`src/sv/sfb_pkg.sv`:
```
// ============================================================================
// Flit send buffer package
// Shared constants, flit field helpers and the types that pass between the
// queue, the core and the top level.
// ============================================================================
package sfb_pkg;

    // Queue depth and flit geometry.
    localparam int QUEUE_DEPTH  = 4;
    localparam int PAYLOAD_BITS = 32;
    localparam int FLIT_W       = PAYLOAD_BITS + 18;
    localparam int PTR_W        = (QUEUE_DEPTH > 1) ? $clog2(QUEUE_DEPTH) : 1;
    localparam int CNT_W        = $clog2(QUEUE_DEPTH + 1);
    localparam int DEST_W       = 18;
    localparam int COORD_W      = 4;

    // Header field positions inside a flit.
    localparam int HDR_LO  = PAYLOAD_BITS;
    localparam int Y_LO    = PAYLOAD_BITS + 8;
    localparam int X_LO    = PAYLOAD_BITS + 12;
    localparam int MC_BIT  = PAYLOAD_BITS + 16;
    localparam int EOP_BIT = PAYLOAD_BITS + 17;

    // Stream payload widths, padded to whole bytes.
    localparam int IN_W        = 3 * 1 + 2 * (FLIT_W + 1);
    localparam int IN_TDATA_W  = ((IN_W + 7) / 8) * 8;
    localparam int OUT_W       = 7 + 2 * FLIT_W + DEST_W;
    localparam int OUT_TDATA_W = ((OUT_W + 7) / 8) * 8;

    // Configuration register indexes.
    localparam int CFG_IDX_W = 2;
    localparam logic [CFG_IDX_W-1:0] CFG_OWN_X     = 2'd0;
    localparam logic [CFG_IDX_W-1:0] CFG_OWN_Y     = 2'd1;
    localparam logic [CFG_IDX_W-1:0] CFG_GRID_COLS = 2'd2;
    localparam logic [CFG_IDX_W-1:0] CFG_GRID_ROWS = 2'd3;

    // Local sender phases.
    typedef enum logic [1:0] {
        LP_IDLE = 2'd0,
        LP_ARB  = 2'd1,
        LP_SEND = 2'd2
    } t_lphase;

    typedef logic [FLIT_W-1:0] t_flit;

    typedef struct packed {
        logic [COORD_W-1:0] own_x;
        logic [COORD_W-1:0] own_y;
        logic [COORD_W-1:0] grid_cols;
        logic [COORD_W-1:0] grid_rows;
    } t_cfg;

    // One input item; members are listed from the highest bit down so that
    // fetch_valid lands in bit 0.
    typedef struct packed {
        logic  global_ack;
        logic  local_ack;
        logic  grant;
        t_flit data_flit;
        logic  data_valid;
        t_flit fetch_flit;
        logic  fetch_valid;
    } t_step_in;

    // One result item; fetch_accept lands in bit 0.
    typedef struct packed {
        logic              out_of_grid;
        logic              buffers_full;
        logic [DEST_W-1:0] arb_destination;
        logic              arb_request;
        t_flit             global_out_flit;
        logic              global_out_valid;
        t_flit             local_out_flit;
        logic              local_out_valid;
        logic              data_accept;
        logic              fetch_accept;
    } t_result;

    typedef struct packed {
        logic push;
        logic pop;
    } t_fifo_ctl;

    function automatic logic [COORD_W-1:0] flit_x(input t_flit f);
        return f[X_LO +: COORD_W];
    endfunction

    function automatic logic [COORD_W-1:0] flit_y(input t_flit f);
        return f[Y_LO +: COORD_W];
    endfunction

    function automatic logic [DEST_W-1:0] flit_dest(input t_flit f);
        return {1'b0, f[MC_BIT:HDR_LO]};
    endfunction

    function automatic logic [PTR_W-1:0] ptr_inc(input logic [PTR_W-1:0] p);
        if (p == PTR_W'(QUEUE_DEPTH - 1)) begin
            return '0;
        end
        return p + PTR_W'(1);
    endfunction

endpackage

```
`src/sv/sfb_fifo.sv`:
```
// ============================================================================
// Flit queue
// A queue of flits held in a synchronous memory. The next head entry is read
// ahead into a register, with the write data forwarded when the entry
// being read is written in the same cycle.
// ============================================================================
module sfb_fifo
    import sfb_pkg::*;
(
    input  logic             i_clk,
    input  logic             i_rst_n,
    input  t_fifo_ctl        i_ctl,
    input  t_flit            i_wdata,
    output t_flit            o_head,
    output logic [CNT_W-1:0] o_count
);

    t_flit            r_mem [QUEUE_DEPTH];
    t_flit            r_head_data;
    logic [PTR_W-1:0] r_head;
    logic [PTR_W-1:0] n_head;
    logic [PTR_W-1:0] r_tail;
    logic [PTR_W-1:0] n_tail;
    logic [CNT_W-1:0] r_count;
    logic [CNT_W-1:0] n_count;

    // Pointer and fill count update.
    always_comb begin
        n_head  = i_ctl.pop  ? ptr_inc(r_head) : r_head;
        n_tail  = i_ctl.push ? ptr_inc(r_tail) : r_tail;
        n_count = r_count + CNT_W'(i_ctl.push) - CNT_W'(i_ctl.pop);
    end

    always_ff @(posedge i_clk) begin
        if (!i_rst_n) begin
            r_head  <= '0;
            r_tail  <= '0;
            r_count <= '0;
        end else begin
            r_head  <= n_head;
            r_tail  <= n_tail;
            r_count <= n_count;
        end
    end

    // Memory write port.
    always_ff @(posedge i_clk) begin
        if (i_ctl.push) begin
            r_mem[r_tail] <= i_wdata;
        end
    end

    // Registered read of the next head entry, forwarding a same-cycle write.
    always_ff @(posedge i_clk) begin
        if (i_ctl.push && (r_tail == n_head)) begin
            r_head_data <= i_wdata;
        end else begin
            r_head_data <= r_mem[n_head];
        end
    end

    assign o_head  = r_head_data;
    assign o_count = r_count;

endmodule

```
`src/sv/sfb_core.sv`:
```
// ============================================================================
// Flit send buffer core
// Receiver, local sender with arbitration and global sender around the two
// flit queues. State advances by one step for each accepted item.
// ============================================================================
module sfb_core
    import sfb_pkg::*;
(
    input  logic     i_clk,
    input  logic     i_rst_n,
    input  logic     i_en,
    input  t_step_in i_step,
    input  t_cfg     i_cfg,
    output t_result  o_res
);

    t_lphase           r_phase;
    t_lphase           n_phase;
    logic              r_lock;
    logic              n_lock;
    logic              r_held;
    logic              n_held;
    logic [DEST_W-1:0] r_dest;
    logic [DEST_W-1:0] n_dest;
    logic              r_last_eop;
    logic              n_last_eop;
    logic              r_gwait;
    logic              n_gwait;
    t_flit             r_lreg;
    t_flit             n_lreg;
    t_flit             r_greg;
    t_flit             n_greg;

    t_flit             l_head;
    t_flit             g_head;
    logic [CNT_W-1:0]  l_count;
    logic [CNT_W-1:0]  g_count;
    t_fifo_ctl         l_ctl;
    t_fifo_ctl         g_ctl;

    logic              full;
    logic              l_pop;
    logic              g_pop;
    logic              take_fetch;
    logic              take_data;
    logic              to_local;
    logic              oog;
    t_flit             sel_flit;
    logic [COORD_W-1:0] sel_x;
    logic [COORD_W-1:0] sel_y;

    // Local sender: arbitrate, send, wait for ack.
    always_comb begin
        n_phase    = r_phase;
        n_held     = r_held;
        n_dest     = r_dest;
        n_lreg     = r_lreg;
        n_last_eop = r_last_eop;
        l_pop      = 1'b0;
        unique case (r_phase)
            LP_SEND: begin
                if (i_step.local_ack) begin
                    n_phase = LP_IDLE;
                end
            end
            LP_ARB: begin
                if (i_step.grant && (l_count != '0)) begin
                    l_pop      = 1'b1;
                    n_lreg     = l_head;
                    n_last_eop = l_head[EOP_BIT];
                    n_phase    = LP_SEND;
                end
            end
            LP_IDLE: begin
                if (r_last_eop) begin
                    n_held = 1'b0;
                end
                if (l_count != '0) begin
                    n_held  = 1'b1;
                    n_dest  = flit_dest(l_head);
                    n_phase = LP_ARB;
                end
            end
            default: begin
                n_phase = LP_IDLE;
            end
        endcase
    end

    // Global sender: present the head flit and wait for ack.
    always_comb begin
        n_gwait = r_gwait;
        n_greg  = r_greg;
        g_pop   = 1'b0;
        if (r_gwait) begin
            if (i_step.global_ack) begin
                n_gwait = 1'b0;
            end
        end else if (g_count != '0) begin
            g_pop   = 1'b1;
            n_greg  = g_head;
            n_gwait = 1'b1;
        end
    end

    // Receiver: pick a port, route the flit, track the packet lock.
    always_comb begin
        full       = (l_count == CNT_W'(QUEUE_DEPTH)) || (g_count == CNT_W'(QUEUE_DEPTH));
        take_fetch = !full && !r_lock && i_step.fetch_valid;
        take_data  = !full && !take_fetch && i_step.data_valid;
        sel_flit   = take_fetch ? i_step.fetch_flit : i_step.data_flit;
        sel_x      = flit_x(sel_flit);
        sel_y      = flit_y(sel_flit);
        to_local   = sel_flit[MC_BIT] || ((sel_x == i_cfg.own_x) && (sel_y == i_cfg.own_y));
        oog        = (take_fetch || take_data) && !to_local &&
                     ((sel_x < COORD_W'(1)) || (sel_y < COORD_W'(1)) ||
                      (sel_x > i_cfg.grid_cols) || (sel_y > i_cfg.grid_rows));
        n_lock     = (take_fetch || take_data) ? !sel_flit[EOP_BIT] : r_lock;
    end

    // Queue controls act only on accepted items.
    always_comb begin
        l_ctl.push = i_en && (take_fetch || take_data) && to_local;
        l_ctl.pop  = i_en && l_pop;
        g_ctl.push = i_en && (take_fetch || take_data) && !to_local;
        g_ctl.pop  = i_en && g_pop;
    end

    sfb_fifo u_local_q (
        .i_clk   (i_clk),
        .i_rst_n (i_rst_n),
        .i_ctl   (l_ctl),
        .i_wdata (sel_flit),
        .o_head  (l_head),
        .o_count (l_count)
    );

    sfb_fifo u_global_q (
        .i_clk   (i_clk),
        .i_rst_n (i_rst_n),
        .i_ctl   (g_ctl),
        .i_wdata (sel_flit),
        .o_head  (g_head),
        .o_count (g_count)
    );

    // Control state registers.
    always_ff @(posedge i_clk) begin
        if (!i_rst_n) begin
            r_phase    <= LP_IDLE;
            r_lock     <= 1'b0;
            r_held     <= 1'b0;
            r_dest     <= '0;
            r_last_eop <= 1'b0;
            r_gwait    <= 1'b0;
        end else if (i_en) begin
            r_phase    <= n_phase;
            r_lock     <= n_lock;
            r_held     <= n_held;
            r_dest     <= n_dest;
            r_last_eop <= n_last_eop;
            r_gwait    <= n_gwait;
        end
    end

    // Output flit registers; only shown while their valid is set.
    always_ff @(posedge i_clk) begin
        if (i_en) begin
            r_lreg <= n_lreg;
            r_greg <= n_greg;
        end
    end

    // Result of this step, taken from the updated state.
    always_comb begin
        o_res.fetch_accept     = take_fetch;
        o_res.data_accept      = take_data;
        o_res.local_out_valid  = (n_phase == LP_SEND);
        o_res.local_out_flit   = (n_phase == LP_SEND) ? n_lreg : '0;
        o_res.global_out_valid = n_gwait;
        o_res.global_out_flit  = n_gwait ? n_greg : '0;
        o_res.arb_request      = n_held;
        o_res.arb_destination  = n_dest;
        o_res.buffers_full     = full;
        o_res.out_of_grid      = oog;
    end

endmodule

```
`src/sv/flit_send_buffer_with_arbitration.sv`:
```
// ============================================================================
// Flit send buffer with arbitration
// A result item appears on the output register in the cycle after its input
// item is accepted. One item per cycle while the output register is free or
// being drained, set by the queue state update around the registered head read.
// Reset: synchronous, active low; clears the sender, lock and queue counters
// and loads the configuration defaults. Queue memories are not cleared.
// ============================================================================
module flit_send_buffer_with_arbitration
    import sfb_pkg::*;
(
    input  logic                   i_clk,
    input  logic                   i_rst_n,
    // Input item stream.
    input  logic                   i_s_axis_tvalid,
    output logic                   o_s_axis_tready,
    // Bits from low up: fetch_valid, fetch_flit, data_valid, data_flit,
    // grant, local_ack, global_ack, zero fill.
    input  logic [IN_TDATA_W-1:0]  i_s_axis_tdata,
    // Result item stream.
    output logic                   o_m_axis_tvalid,
    input  logic                   i_m_axis_tready,
    // Bits from low up: fetch_accept, data_accept, local_out_valid,
    // local_out_flit, global_out_valid, global_out_flit, arb_request,
    // arb_destination, buffers_full, out_of_grid, zero fill.
    output logic [OUT_TDATA_W-1:0] o_m_axis_tdata,
    // Configuration write channel.
    input  logic                   i_cfg_valid,
    output logic                   o_cfg_ready,
    input  logic [CFG_IDX_W-1:0]   i_cfg_index,
    input  logic [COORD_W-1:0]     i_cfg_data
);

    t_cfg                   r_cfg;
    logic                   r_out_valid;
    logic [OUT_TDATA_W-1:0] r_out_data;
    logic                   in_accept;
    t_step_in               step;
    t_result                res;

    // Input is taken whenever the output register is free or being drained.
    assign o_s_axis_tready = !r_out_valid || i_m_axis_tready;
    assign in_accept       = i_s_axis_tvalid && o_s_axis_tready;
    assign step            = t_step_in'(i_s_axis_tdata[IN_W-1:0]);

    // Configuration registers.
    assign o_cfg_ready = 1'b1;

    always_ff @(posedge i_clk) begin
        if (!i_rst_n) begin
            r_cfg.own_x     <= COORD_W'(1);
            r_cfg.own_y     <= COORD_W'(1);
            r_cfg.grid_cols <= COORD_W'(4);
            r_cfg.grid_rows <= COORD_W'(4);
        end else if (i_cfg_valid) begin
            unique case (i_cfg_index)
                CFG_OWN_X:     r_cfg.own_x     <= i_cfg_data;
                CFG_OWN_Y:     r_cfg.own_y     <= i_cfg_data;
                CFG_GRID_COLS: r_cfg.grid_cols <= i_cfg_data;
                CFG_GRID_ROWS: r_cfg.grid_rows <= i_cfg_data;
                default: begin
                end
            endcase
        end
    end

    sfb_core u_core (
        .i_clk   (i_clk),
        .i_rst_n (i_rst_n),
        .i_en    (in_accept),
        .i_step  (step),
        .i_cfg   (r_cfg),
        .o_res   (res)
    );

    // Output register.
    always_ff @(posedge i_clk) begin
        if (!i_rst_n) begin
            r_out_valid <= 1'b0;
        end else if (in_accept) begin
            r_out_valid <= 1'b1;
        end else if (i_m_axis_tready) begin
            r_out_valid <= 1'b0;
        end
    end

    always_ff @(posedge i_clk) begin
        if (in_accept) begin
            r_out_data <= {{(OUT_TDATA_W - OUT_W){1'b0}}, res};
        end
    end

    assign o_m_axis_tvalid = r_out_valid;
    assign o_m_axis_tdata  = r_out_data;

    // An accepted item always leaves a result in the output register.
    a_result_follows: assert property (@(posedge i_clk) disable iff (!i_rst_n)
        in_accept |=> r_out_valid)
        else $error("accepted item left no result");

    // Only one port is ever taken in a step.
    a_one_port: assert property (@(posedge i_clk) disable iff (!i_rst_n)
        r_out_valid |-> !(r_out_data[0] && r_out_data[1]))
        else $error("both ports accepted in one step");

    // A flit on the local output is always covered by the arbitration request.
    a_send_holds_request: assert property (@(posedge i_clk) disable iff (!i_rst_n)
        (r_out_valid && r_out_data[2]) |-> r_out_data[3 + 2 * FLIT_W + 1])
        else $error("local flit sent without request");

    // No port is taken while the queues report full.
    a_full_blocks: assert property (@(posedge i_clk) disable iff (!i_rst_n)
        (r_out_valid && r_out_data[OUT_W - 2]) |-> !(r_out_data[0] || r_out_data[1]))
        else $error("flit taken while buffers full");

endmodule
```
`config.mk`:
```
export PLATFORM = sky130hd
export DESIGN_NAME = flit_send_buffer_with_arbitration
export DESIGN_NICKNAME = d
export VERILOG_FILES = /design/src/sv/sfb_pkg.sv /design/src/sv/sfb_fifo.sv /design/src/sv/sfb_core.sv /design/src/sv/flit_send_buffer_with_arbitration.sv
export SDC_FILE = /design/constraint.sdc
export NUM_CORES = 1
export LEC_CHECK = 0
export BUFFER_PORTS_ARGS = -buffer_cell sky130_fd_sc_hd__buf_4
export CELL_PAD_IN_SITES_DETAIL_PLACEMENT = 2
export CELL_PAD_IN_SITES_GLOBAL_PLACEMENT = 2
export CORE_ASPECT_RATIO = 1.5
export CORE_MARGIN = 5
export CORE_UTILIZATION = 45
export DETAILED_ROUTE_END_ITERATION = 16
export PLACE_DENSITY_LB_ADDON = 0.15
export SLEW_MARGIN = 20
export SYNTH_ARGS = -nofsm -noshare
export SYNTH_HDL_FRONTEND = slang
export SYNTH_HIERARCHICAL = 1
export SYNTH_SLANG_ARGS = --single-unit
```
`constraint.sdc`:
```
create_clock -name i_clk -period 13.6 [get_ports i_clk]
set_input_delay 1.36 -clock i_clk [delete_from_list [all_inputs] [get_ports i_clk]]
set_output_delay 1.36 -clock i_clk [all_outputs]
set_load 0.03 [all_outputs]
```
==> metrics.md, run 1 <==
| Metric | Value |
|---|---|
| Number of DRC markers in iteration 0 | `812` |
| Cells after synthesis | `1410` |
| Depth of the most critical reg-to-reg path | `7` |
| Master cell of the clock root buffer | `clkbuf_16` |
| Sort of element at the start of the critical path | `primary input` |
| Worst reg2reg path startpoint | `u_core/r_lock` |
| Setup slack on the worst flop-to-flop path | `9760 ps` |
| HP Class | `reg2reg` |
| Resize count post-CTS | `0` |
| Switching power summed over all nets | `1.699 mW` |
| Part of the Yosys area used for sequential elements | `73.48%` |
| Largest buffer count on any clock path | `3` |
| Total half-perimeter wirelength after legalization and detailed placement | `44.05 mm` |
| Site Rows | `110` |
| Total Neg Setup Slack | `0 ps` |
| Cell-internal power | `4.203 mW` |
| Leakage component of the power | `10.94 nW` |
| Cell-by-cell trace of the critical path | `buf_4 -> nor2b_1 -> nand4_1 -> a21oi_1 -> nor4_2 -> and4_4 -> nor3_1 -> and2_4` |
| Crit path arrival time | `4440 ps` |
| Peak ir drop on the vdd network | `0.1307 mV` |
| Combined buffer and inverter count along the critical path | `1` |
| CTS tree | `built` |
| Number of buffers added to fix hold violations after cts | `0` |
| Mean instance size in the synthesized netlist | `19.25 µm²` |
| Leading cell types in the layout, fill and taps excluded | `edfxtp_1, buf_4, mux4_2` |
| Number of iterations in the first detailed-routing pass | `5` |
| Synthesis Warnings | `6` |
| Depth of the CTS H-tree | `3` |
| Unrepaired setup endpoints after global routing | `no` |
| Area of the placeable core | `0.05987 mm²` |
| Global routing usage summed across all routing layers | `21.93%` |
| Buffer count from post-CTS setup fixing | `0` |
| Detail Route Antenna Nets | `0` |
| Fin. Hold Viols | `0` |
| Endpoint with the worst hold slack | `u_core/r_dest[7]` |
| Ant. Diodes | `0` |
| XOR/XNOR share of the synthesized area | `0.2304%` |
| Flop pwr share | `47.3%` |
| Initial antenna violation count | `0` |
| Post-route setup slack | `9358 ps` |
| Placed Area | `0.02957 mm²` |
| Number of stages on the worst setup path | `8` |
| Comb pwr share | `22.6%` |
| Longest individual stage delay on the worst path | `890 ps` |
| Category of the worst setup path capture point | `flip-flop` |
| Commonest register cell after synthesis | `edfxtp_1` |
| Layout Cell Area excl Fill | `0.03162 mm²` |
| Weighted congestion at the end of routability-driven global placement | `0.7528` |
| Cell type with the largest total area after synthesis | `edfxtp_1` |
| Worst clock skew | `19.73 ps` |
| Max transition margin | `33.62%` |
| Combinational family with the most area after synthesis | `multiplexers` |
| Post-synth design cell area | `0.02715 mm²` |
| Clock latency at the later pin of the worst-skew pair | `600 ps` |
| Clock period minus final worst setup slack | `4242 ps` |
| Share of the clock period used by the worst path | `31.19%` |
| Top post-synthesis cells by area | `edfxtp_1, mux4_2, dfxtp_1` |
| Number of enable-type register cells in the synthesized netlist | `625` |
| Post-route DRC | `0` |
| Number of global-route vias before repair | `16150` |
| Die Area | `0.06544 mm²` |
| Total CTS buffers | `66` |
| Top Family by Delay on Critical Path | `simple AND/OR/NAND/NOR gates` |
| Initial Util | `45.35%` |
| Share of flip-flops with an asynchronous set or reset | `0%` |
| Die boundary width | `210.6 µm` |
| Maximum clock rate | `235.7 MHz` |
| Number of pins with negative max-slew slack in the final report | `0` |
| Commonest non-fill, non-tap cell in the layout | `edfxtp_1` |
| Number of setup violations in the final report | `0` |
| Fill cell total of the finished layout | `5283` |
| Vias after detailed routing | `13780` |
| Syn-to-layout area delta | `16.48%` |
| Final routed wire length divided by cell count | `28.66 µm` |
| Clock group share of total power | `30.1%` |
| Seq cells post-synth | `684` |
| Hold path depth | `2` |
| Die height | `310.8 µm` |
| CP Class | `in2reg` |
| Remaining Overflow, GRT | `0` |
| Worst hold start | `u_core/r_dest[7]` |
| Number of unique standard cell types used by synthesis | `57` |
| Capture instance of the worst register-to-register path | `u_core/u_global_q/r_mem[2][41]` |
| Max_cap viols | `0` |
| Post-detailed-routing wire length | `71.56 mm` |
| Maximum number of pins on one net before global-route repair | `64` |
| Simple-gate share of the synthesized area | `5.683%` |
| Count of input and output buffers | `242` |
| Layout cell share with drive strength beyond 1 | `32.87%` |
| PwrDens | `186.6 mW/mm²` |
| Sinks on the clock net | `684` |
| Net switching fraction of the power | `28.79%` |
| NumNets Final | `1806` |
| Area share of the largest cell type after synthesis | `69.13%` |
| Largest driver fanout on the critical path | `50` |
| CTS clk-pin slew, worst paths | `60 ps` |
| Worst slack after detailed placement | `8671 ps` |
| Adder-cell share of the synthesized area | `1.023%` |
| Cell at the slowest stage of the critical path | `and2_4` |
| Slew at the pin closest to its max-slew limit | `995.7 ps` |
| Critical path required time | `13800 ps` |
| Status | `completed` |
| Wire length of the first global-routing pass | `106.6 mm` |
| Routed vias/inst | `5.517` |
| I/O pin count | `254` |
| Share of synthesized area spent on multiplexers | `15.59%` |
| Fraction of the mapped netlist area in compound gates | `1.608%` |
synth_stat cells (all sizes together), types with 8 or more instances:
library cell / instances
dfxtp: 59
buf: 57
nor4: 8
nor2: 14
ha: 19
and3: 9
a21boi: 20
a21oi: 15
o31ai: 9
mux2: 159
inv: 26
edfxtp: 625
nand2: 66
mux4: 100
clkbuf: 14
mux2i: 19
and2: 65
nand4: 9
nor2b: 61
cell type report:
| class | count | area [µm²] | area share (%) |
|---|---|---|---|
| Clock inverter | 35 | 251.5 | 0.7953 |
| Tap cell | 784 | 980.9 | 3.102 |
| Sequential cell | 684 | 19960 | 63.13 |
| Multi-Input combinational cell | 631 | 6620 | 20.93 |
| Timing Repair Buffer | 253 | 1903 | 6.018 |
| Clock buffer | 84 | 1803 | 5.702 |
| Inverter | 26 | 100.1 | 0.3165 |
metal layers:
metal / GRT usage, % / vias to the layer above / share of wire [%]
met5: 0 / - / 0
met4: 6.059 / 0 / 2.4
met3: 4.014 / 87 / 4.8
met2: 41.37 / 374 / 56
met1: 25.31 / 7326 / 37
li1: - / 5990 / -
tightest hold or removal path: cells and delay by family (launching register included):
kind,cells,cell delay [ps]
flip-flops,1,310
AO/OA/AOI/OAI,1,60
AND/OR/NAND/NOR,1,50
power groups by stage:
stage	combinational, mW	sequential [mW]	clock (mW)
4_1_cts	1.37	2.80	1.83
5_1_grt	1.42	2.81	1.94
3_5_place_dp	1.36	2.84	0
6_report	1.33	2.79	1.78
2_1_floorplan	0.760	2.93	0
3_3_place_gp	1.29	2.81	0
logic make-up after synthesis:
logic type / count (synthesis)
AND/OR/NAND/NOR: 262
XOR/XNOR: 4
multiplexers: 278
flip-flops: 684
AO/OA/AOI/OAI: 62
other: 2
adder cells (fa/ha/maj): 21
buffers and inverters: 97
how the worst max path moves through the flow:
stage                      startpoint                             end
finish              i_s_axis_tdata[0]  u_core/u_global_q/r_mem[2][41]
global route        i_s_axis_tdata[0]  u_core/u_global_q/r_mem[2][41]
CTS                   i_m_axis_tready  u_core/u_global_q/r_mem[0][46]
detailed placement    i_m_axis_tready  u_core/u_global_q/r_mem[0][13]
floorplan             i_m_axis_tready   u_core/u_global_q/r_mem[0][0]
global placement      i_m_axis_tready  u_core/u_global_q/r_mem[0][13]
state kept, by name, summed over array words and instances, names as in the netlist, 3 cells and up, named ones only:
name	count
o_m_axis_tdata	125
u_core/r_greg	50
u_core/u_global_q/o_count	3
u_core/r_dest	18
r_cfg	16
u_core/u_local_q/o_count	3
u_core/u_local_q/r_mem	200
u_core/u_global_q/r_mem	200
u_core/r_lreg	50
stage by stage:
step | hold slack (ps) | total power, mW | utilization (%) | cells
2_1_floorplan | 438.5 | 3.693 | - | 1412
3_3_place_gp | 447.8 | 4.102 | 49.38 | 2378
3_5_place_dp | 462.7 | 4.196 | 49.39 | 2378
4_1_cts | 471.0 | 6.000 | 52.82 | 2497
5_1_grt | 499.2 | 6.177 | 52.82 | 2497
6_report | 467.6 | 5.902 | 52.82 | 2497
Note: power is estimated with default switching activity, not from simulation.
==> inputs of run 2 (changes only) <==
Settings changed: CORE_UTILIZATION 45 to 41.
Clock period 13.6 ns to 3.4 ns, I/O delays scaled along.
==> run 2 against run 1 <==
Compared with the run above:
- cell count rose by 5.0%
- combinational power rose to 4.1 times the previous value
- total power increased to 4.2 times the previous value
- flip-flop and latch count unchanged
- die area rose by 9.4%
- first-iteration DRC count is 12% higher
- register-to-register slack worse by 9600 ps
- clock-buffer cell count up 10
- critical endpoint is now u_core/u_local_q/r_mem[1][13]
- largest power group unchanged
- highest routed layer unchanged
==> metrics.md, run 2 (synthesis results as in run 1) <==
| Metric | Value |
|---|---|
| Max transition margin | `31.02% (-2.6 points)` |
| Leading cell types in the layout, fill and taps excluded | `edfxtp_1, buf_4, mux4_2` |
| I/O pin count | `254 (unchanged)` |
| Number of pins with negative max-slew slack in the final report | `0 (unchanged)` |
| Cell-by-cell trace of the critical path | `nor3b_4 -> o31ai_1 -> and3_1 -> nor4_2 -> and4_4 -> o21ba_4 -> and2_4 -> buf_12` |
| Initial Util | `41.38% (-4.0 points)` |
| Leakage component of the power | `11.28 nW (+3.1%)` |
| Category of the worst setup path capture point | `flip-flop` |
| Layer with the highest usage | `met2` |
| NumNets Final | `1834 (+1.6%)` |
| Post-route DRC | `0 (unchanged)` |
| Sinks on the clock net | `684 (unchanged)` |
| Grt met2 use | `38.08% (-3.3 points)` |
| Die boundary width | `220.1 µm (+4.5%)` |
| Top Family by Delay on Critical Path | `simple AND/OR/NAND/NOR gates` |
| Max_cap viols | `0 (unchanged)` |
| Detail Route Antenna Nets | `0 (unchanged)` |
| Crit path arrival time | `3510 ps (-930 ps)` |
| Number of iterations in the first detailed-routing pass | `5 (unchanged)` |
| Number of global-route vias before repair | `16210 (+0.37%)` |
| Cell at the slowest stage of the critical path | `nor3b_4` |
| Maximum number of pins on one net before global-route repair | `107 (+67%)` |
| Worst hold start | `i_cfg_data[2]` |
| Depth of the CTS H-tree | `3 (unchanged)` |
| Syn-to-layout area delta | `20.02%` |
| CTS clk-pin slew, worst paths | `60 ps (about the same)` |
| Count of input and output buffers | `242 (unchanged)` |
| Total Neg Setup Slack | `0 ps (unchanged)` |
| Footprint of the multi-input gates | `0.006695 mm² (+1.1%)` |
| Setup slack on the worst flop-to-flop path | `190 ps (-9570 ps)` |
| Weighted congestion at the end of routability-driven global placement | `0.7514 (-0.19%)` |
| Status | `completed` |
| Final routed wire length divided by cell count | `27.02 µm (-5.7%)` |
| Worst clock skew | `26.06 ps (+6.324 ps)` |
| Layout Cell Area excl Fill | `0.03259 mm² (+3.0%)` |
| Total CTS buffers | `69 (+4.5%)` |
| Post-detailed-routing wire length | `70.84 mm (-1.0%)` |
| Die Area | `0.07157 mm² (+9.4%)` |
| Number of DRC markers in iteration 0 | `913 (+12%)` |
| Clock latency at the later pin of the worst-skew pair | `610 ps (about the same)` |
| Routed vias/inst | `5.284 (-4.2%)` |
| Initial antenna violation count | `0 (unchanged)` |
| Ant. Diodes | `0 (unchanged)` |
| Fin. Hold Viols | `0 (unchanged)` |
| Longest individual stage delay on the worst path | `590 ps (-300 ps)` |
| Combined buffer and inverter count along the critical path | `1 (unchanged)` |
| Global routing usage summed across all routing layers | `20.02% (-1.9 points)` |
| Sort of element at the start of the critical path | `flip-flop` |
| Clock period minus final worst setup slack | `3212 ps` |
| Number of setup violations in the final report | `0 (unchanged)` |
| Sequential cell area | `0.01997 mm² (about the same)` |
| Peak ir drop on the vdd network | `0.3968 mV (+200%)` |
| Commonest non-fill, non-tap cell in the layout | `edfxtp_1` |
| Wire length of the first global-routing pass | `106.4 mm (-0.24%)` |
| Buffer count from post-CTS setup fixing | `0 (unchanged)` |
| Fill cell total of the finished layout | `5965 (+13%)` |
| Largest buffer count on any clock path | `3 (unchanged)` |
| Critical path required time | `3700 ps (-10100 ps)` |
| Largest driver fanout on the critical path | `20 (-60%)` |
| Worst reg2reg path startpoint | `u_core/u_local_q/o_count[1]` |
| Site Rows | `115 (+4.5%)` |
| Remaining Overflow, GRT | `0 (unchanged)` |
| Total half-perimeter wirelength after legalization and detailed placement | `46.56 mm (+5.7%)` |
| Start point of the critical path | `u_core/u_local_q/o_count[1]` |
| CTS tree | `built` |
| Maximum clock rate | `311.4 MHz` |
| Met3 demand-to-capacity share in global routing | `3.100% (-0.91 points)` |
| Vias after detailed routing | `13850 (+0.56%)` |
| PwrDens | `757.5 mW/mm² (+310%)` |
| Unrepaired setup endpoints after global routing | `no` |
| Slew at the pin closest to its max-slew limit | `1033 ps (+37.40 ps)` |
| Share of the clock period used by the worst path | `94.46%` |
| Placed Area | `0.03015 mm² (+2.0%)` |
| Layout cell share with drive strength beyond 1 | `34.79% (+1.9 points)` |
| HP Class | `in2reg` |
| Die height | `325.2 µm (+4.6%)` |
| Area of the placeable core | `0.06561 mm² (+9.6%)` |
| Master cell of the clock root buffer | `clkbuf_16` |
| Met1 GRT Util | `23.37% (-1.9 points)` |
| CP Class | `reg2reg` |
run 2: changes by cell type in the layout (fill, tap and decap cells not counted), moves of 3 or more:
cell,before,now
clkinv_2,16,7
clkinv_1,11,8
clkbuf_8,2,6
bufinv_16,3,11
clkbuf_16,69,73
nor3_1,4,1
inv_2,0,3
buf_4,252,260
nor3_4,1,4
buf_12,0,17
run 2: path summary, 6_finish.rpt:
check | end | cells after the start
hold / removal | r_cfg[6] | 3
hold reg to reg | u_core/r_dest[13] | 2
setup / recovery | u_core/u_local_q/r_mem[1][13] | 8
setup reg to reg | u_core/u_local_q/r_mem[1][13] | 8
run 2: power by group:
group / switching (mW) / total [mW] / internal (mW)
Combinational: 3.23 / 5.48 / 2.25
Clock: 3.21 / 8.12 / 4.91
Sequential: 0.395 / 11.1 / 10.7
Total: 6.84 / 24.7 / 17.8
run 2: timing repair:
action                                  in CTS  in global routing
gates resized for setup                      0                  0
endpoints found under the setup margin       0                  0
endpoints found under the hold margin        1                  0
hold buffers                                 1                  0
run 2: metal layers:
metal	vias to the layer above	share of wire [%]
met1	7367	38
met3	88	3.8
met2	343	57
met5	-	0
met4	0	1.9
li1	6056	-
run 2: layout make-up:
type                    instances  share of cell area (%)
flip-flops and latches        684                   61.28
multi-input cells             631                   20.55
repair buffers                278                   7.065
clock buffers                  94                   6.032
well taps                     877                   3.368
clock inverters                32                   1.409
inverters                      26                  0.2995
run 2: per-stage QoR:
| stage | total power [mW] | utilization [%] | std cells | setup WS, ps | hold slack (ps) |
|---|---|---|---|---|---|
| after CTS | 25.16 | 49.66 | 2622 | 148.8 | 3.702 |
| after detailed placement | 16.88 | 45.95 | 2495 | 173.6 | 467.7 |
| after global placement | 16.55 | 45.95 | 2495 | 284.5 | 448.1 |
| after floorplan | 14.78 | - | 1412 | -864.0 | 438.5 |
| after global routing | 25.84 | 49.66 | 2622 | 43.61 | 36.93 |
| final | 24.68 | 49.66 | 2622 | 188.3 | 42.77 |
run 2: worst register-to-register path, stage by stage (launching register included):
cell	delay (ps)
dfxtp_1	380
nor3b_4	590
o31ai_1	240
and3_1	240
nor4_2	290
and4_4	320
o21ba_4	230
and2_4	360
buf_12	230
==> inputs of run 3 (changes only) <==
==> constraint.sdc (replaced) <==
create_clock -name i_clk -period 3.4 [get_ports i_clk]
set_input_delay 0.51 -clock i_clk [delete_from_list [all_inputs] [get_ports i_clk]]
set_output_delay 0.51 -clock i_clk [all_outputs]
set_load 0.03 [all_outputs]
==> run 3 against run 2 <==
Compared with the run above:
- utilization is 0.59 points lower
- global-route usage increased by 0.54 points
- die area unchanged
- first-iteration DRC count shrank 15%
- combinational power grew 1%
- worst hold slack improved by 130 ps
- critical path type unchanged
- largest cell class unchanged
- highest routed layer unchanged
==> metrics.md, run 3 (synthesis results as in run 1) <==
| Metric | Value |
|---|---|
| Fill cell total of the finished layout | `6008 (+0.72%)` |
| Count of input and output buffers | `242 (unchanged)` |
| NumNets Final | `1831 (-0.16%)` |
| Crit path arrival time | `3500 ps (about the same)` |
| HP Class | `in2reg` |
| Max_cap viols | `0 (unchanged)` |
| Ant. Diodes | `0 (unchanged)` |
| Post-detailed-routing wire length | `73.29 mm (+3.4%)` |
| Placed Area | `0.03010 mm² (-0.15%)` |
| Master cell of the clock root buffer | `clkbuf_16` |
| Area of the placeable core | `0.06561 mm² (unchanged)` |
| Syn-to-layout area delta | `18.61%` |
| Status | `completed` |
| Slew at the pin closest to its max-slew limit | `997.0 ps (-36.13 ps)` |
| PwrDens | `743.0 mW/mm² (-1.9%)` |
| Number of global-route vias before repair | `16080 (-0.78%)` |
| Clock latency at the later pin of the worst-skew pair | `620 ps (about the same)` |
| Final routed wire length divided by cell count | `28.01 µm (+3.7%)` |
| Post-route DRC | `0 (unchanged)` |
| Worst clock skew | `18.99 ps (-7.067 ps)` |
| Post-route setup slack | `118.7 ps (-69.64 ps)` |
| Max transition margin | `33.53% (+2.5 points)` |
| Category of the worst setup path capture point | `flip-flop` |
| Vias after detailed routing | `13970 (+0.82%)` |
| Layout cell share with drive strength beyond 1 | `34.45% (-0.34 points)` |
| Routed vias/inst | `5.339 (+1.0%)` |
| Sinks on the clock net | `684 (unchanged)` |
| Layout Cell Area excl Fill | `0.03220 mm² (-1.2%)` |
| Die height | `325.2 µm (unchanged)` |
| Fin. Hold Viols | `0 (unchanged)` |
| Wire length of the first global-routing pass | `108.4 mm (+1.9%)` |
| Final std cells w/o fill | `2616 (-0.23%)` |
| Worst slack after detailed placement | `-5.722 ps (-179.3 ps)` |
| Largest buffer count on any clock path | `3 (unchanged)` |
| Design Power | `23.92 mW (-3.1%)` |
| Number of pins with negative max-slew slack in the final report | `0 (unchanged)` |
| Number of setup violations in the final report | `0 (unchanged)` |
| Worst hold start | `i_s_axis_tvalid` |
| Worst hold slack across all endpoints | `171.8 ps (+129.0 ps)` |
| Remaining Overflow, GRT | `0 (unchanged)` |
| Net switching fraction of the power | `28.98% (+1.3 points)` |
| Die Area | `0.07157 mm² (unchanged)` |
| Number of DRC markers in iteration 0 | `775 (-15%)` |
| Comb pwr share | `23.2% (+1.0 points)` |
| Site Rows | `115 (unchanged)` |
| CP Class | `reg2reg` |
| Clock group share of total power | `30.1% (-2.8 points)` |
| Final core occ | `49.08% (-0.59 points)` |
| Total CTS buffers | `68 (-1.4%)` |
| Initial antenna violation count | `0 (unchanged)` |
| Switching power summed over all nets | `6.933 mW (+1.4%)` |
| Maximum clock rate | `304.8 MHz (-2.1%)` |
| Detail Route Antenna Nets | `0 (unchanged)` |
| Depth of the CTS H-tree | `3 (unchanged)` |
| Number of iterations in the first detailed-routing pass | `4 (-1)` |
| Weighted congestion at the end of routability-driven global placement | `0.7754 (+3.2%)` |
| CTS tree | `built` |
| Share of the clock period used by the worst path | `96.51% (+2.0 points)` |
| Clock period minus final worst setup slack | `3281 ps (+69.63 ps)` |
| Critical path required time | `3620 ps (-80 ps)` |
| Global routing usage summed across all routing layers | `20.56% (+0.54 points)` |
| Start point of the critical path | `u_core/u_local_q/o_count[2]` |
| Cell-internal power | `16.99 mW (-4.8%)` |
| Sort of element at the start of the critical path | `flip-flop` |
| Worst reg2reg path startpoint | `u_core/u_local_q/o_count[2]` |
| Total half-perimeter wirelength after legalization and detailed placement | `46.55 mm (about the same)` |
| Die boundary width | `220.1 µm (unchanged)` |
| CTS clk-pin slew, worst paths | `60 ps (about the same)` |
| Maximum number of pins on one net before global-route repair | `142 (+33%)` |
| Largest driver fanout on the critical path | `50 (+150%)` |
| Flop pwr share | `46.6% (+1.7 points)` |
| Cell at the slowest stage of the critical path | `and2_4` |
| Peak ir drop on the vdd network | `0.4970 mV (+25%)` |
| Commonest non-fill, non-tap cell in the layout | `edfxtp_1` |
| Initial Util | `41.38% (unchanged)` |
| Cell-by-cell trace of the critical path | `nor3b_4 -> o31ai_1 -> a21oi_1 -> nor4_2 -> and4_4 -> nor3_4 -> and2_4` |
| Unrepaired setup endpoints after global routing | `yes` |
| Leading cell types in the layout, fill and taps excluded | `edfxtp_1, buf_4, mux4_2` |
| I/O pin count | `254 (unchanged)` |
| Number of buffers added to fix hold violations after cts | `0 (-1)` |
| Leakage component of the power | `11.12 nW (-1.5%)` |
| Placed Cells incl. Taps | `2494 (-0.040%)` |
| Total Neg Setup Slack | `0 ps (unchanged)` |
| Longest individual stage delay on the worst path | `850 ps (+260 ps)` |
-- run 3: changes by cell type in the layout (fill, tap and decap cells not counted), sizes merged --
cell         delta
clkinv          +6
clkinvlp        -1
buf             -1
clkbuf          -3
bufinv          -9
inv             +3
dlygate4sd3     -1
-- run 3: path summary, 6_finish.rpt --
check,endpoint,slack (ps),depth (start not counted)
max,u_core/u_global_q/r_mem[3][14],120,7
min,o_m_axis_tvalid,170,3
max reg2reg,u_core/u_global_q/r_mem[3][14],120,7
min reg2reg,u_core/r_dest[9],470,2
-- run 3: per-layer routing --
metal | vias to the layer above | track usage (%) | part of all wire (%)
li1 | 6049 | - | -
met1 | 7499 | 24.13 | 38
met2 | 332 | 38.16 | 56
met3 | 87 | 3.677 | 4.0
met4 | 0 | 5.959 | 2.4
met5 | - | 0 | 0
-- run 3: power groups by stage --
stage | clock network (mW) | logic (mW) | registers, mW
final | 7.21 | 5.56 | 11.2
after global routing | 7.83 | 5.96 | 11.2
after CTS | 7.44 | 5.69 | 11.2
after detailed placement | 0 | 5.63 | 11.3
after global placement | 0 | 5.38 | 11.3
after floorplan | 0 | 3.08 | 11.7
-- run 3: what timing repair did --
action                                  4_1_cts  5_1_grt
endpoints found under the setup margin        0      200
resized for setup                             0        2
setup buffers                                 0        0
-- run 3: cell type report --
cell class / instances / area [µm²] / area share [%]
multi-input combinational: 631 / 6705 / 20.82
tap: 877 / 1097 / 3.408
sequential: 684 / 19960 / 62.00
clock buffer: 91 / 1862 / 5.782
timing repair buffer: 276 / 2247 / 6.979
clock inverter: 31 / 225.2 / 0.6994
inverter: 26 / 100.1 / 0.3108
-- run 3: worst max-delay path, delay by kind of cell, from the launching register on --
family	cells	cell delay, ps
AO/OA/AOI/OAI	2	480
flip-flops	1	390
AND/OR/NAND/NOR	5	1950
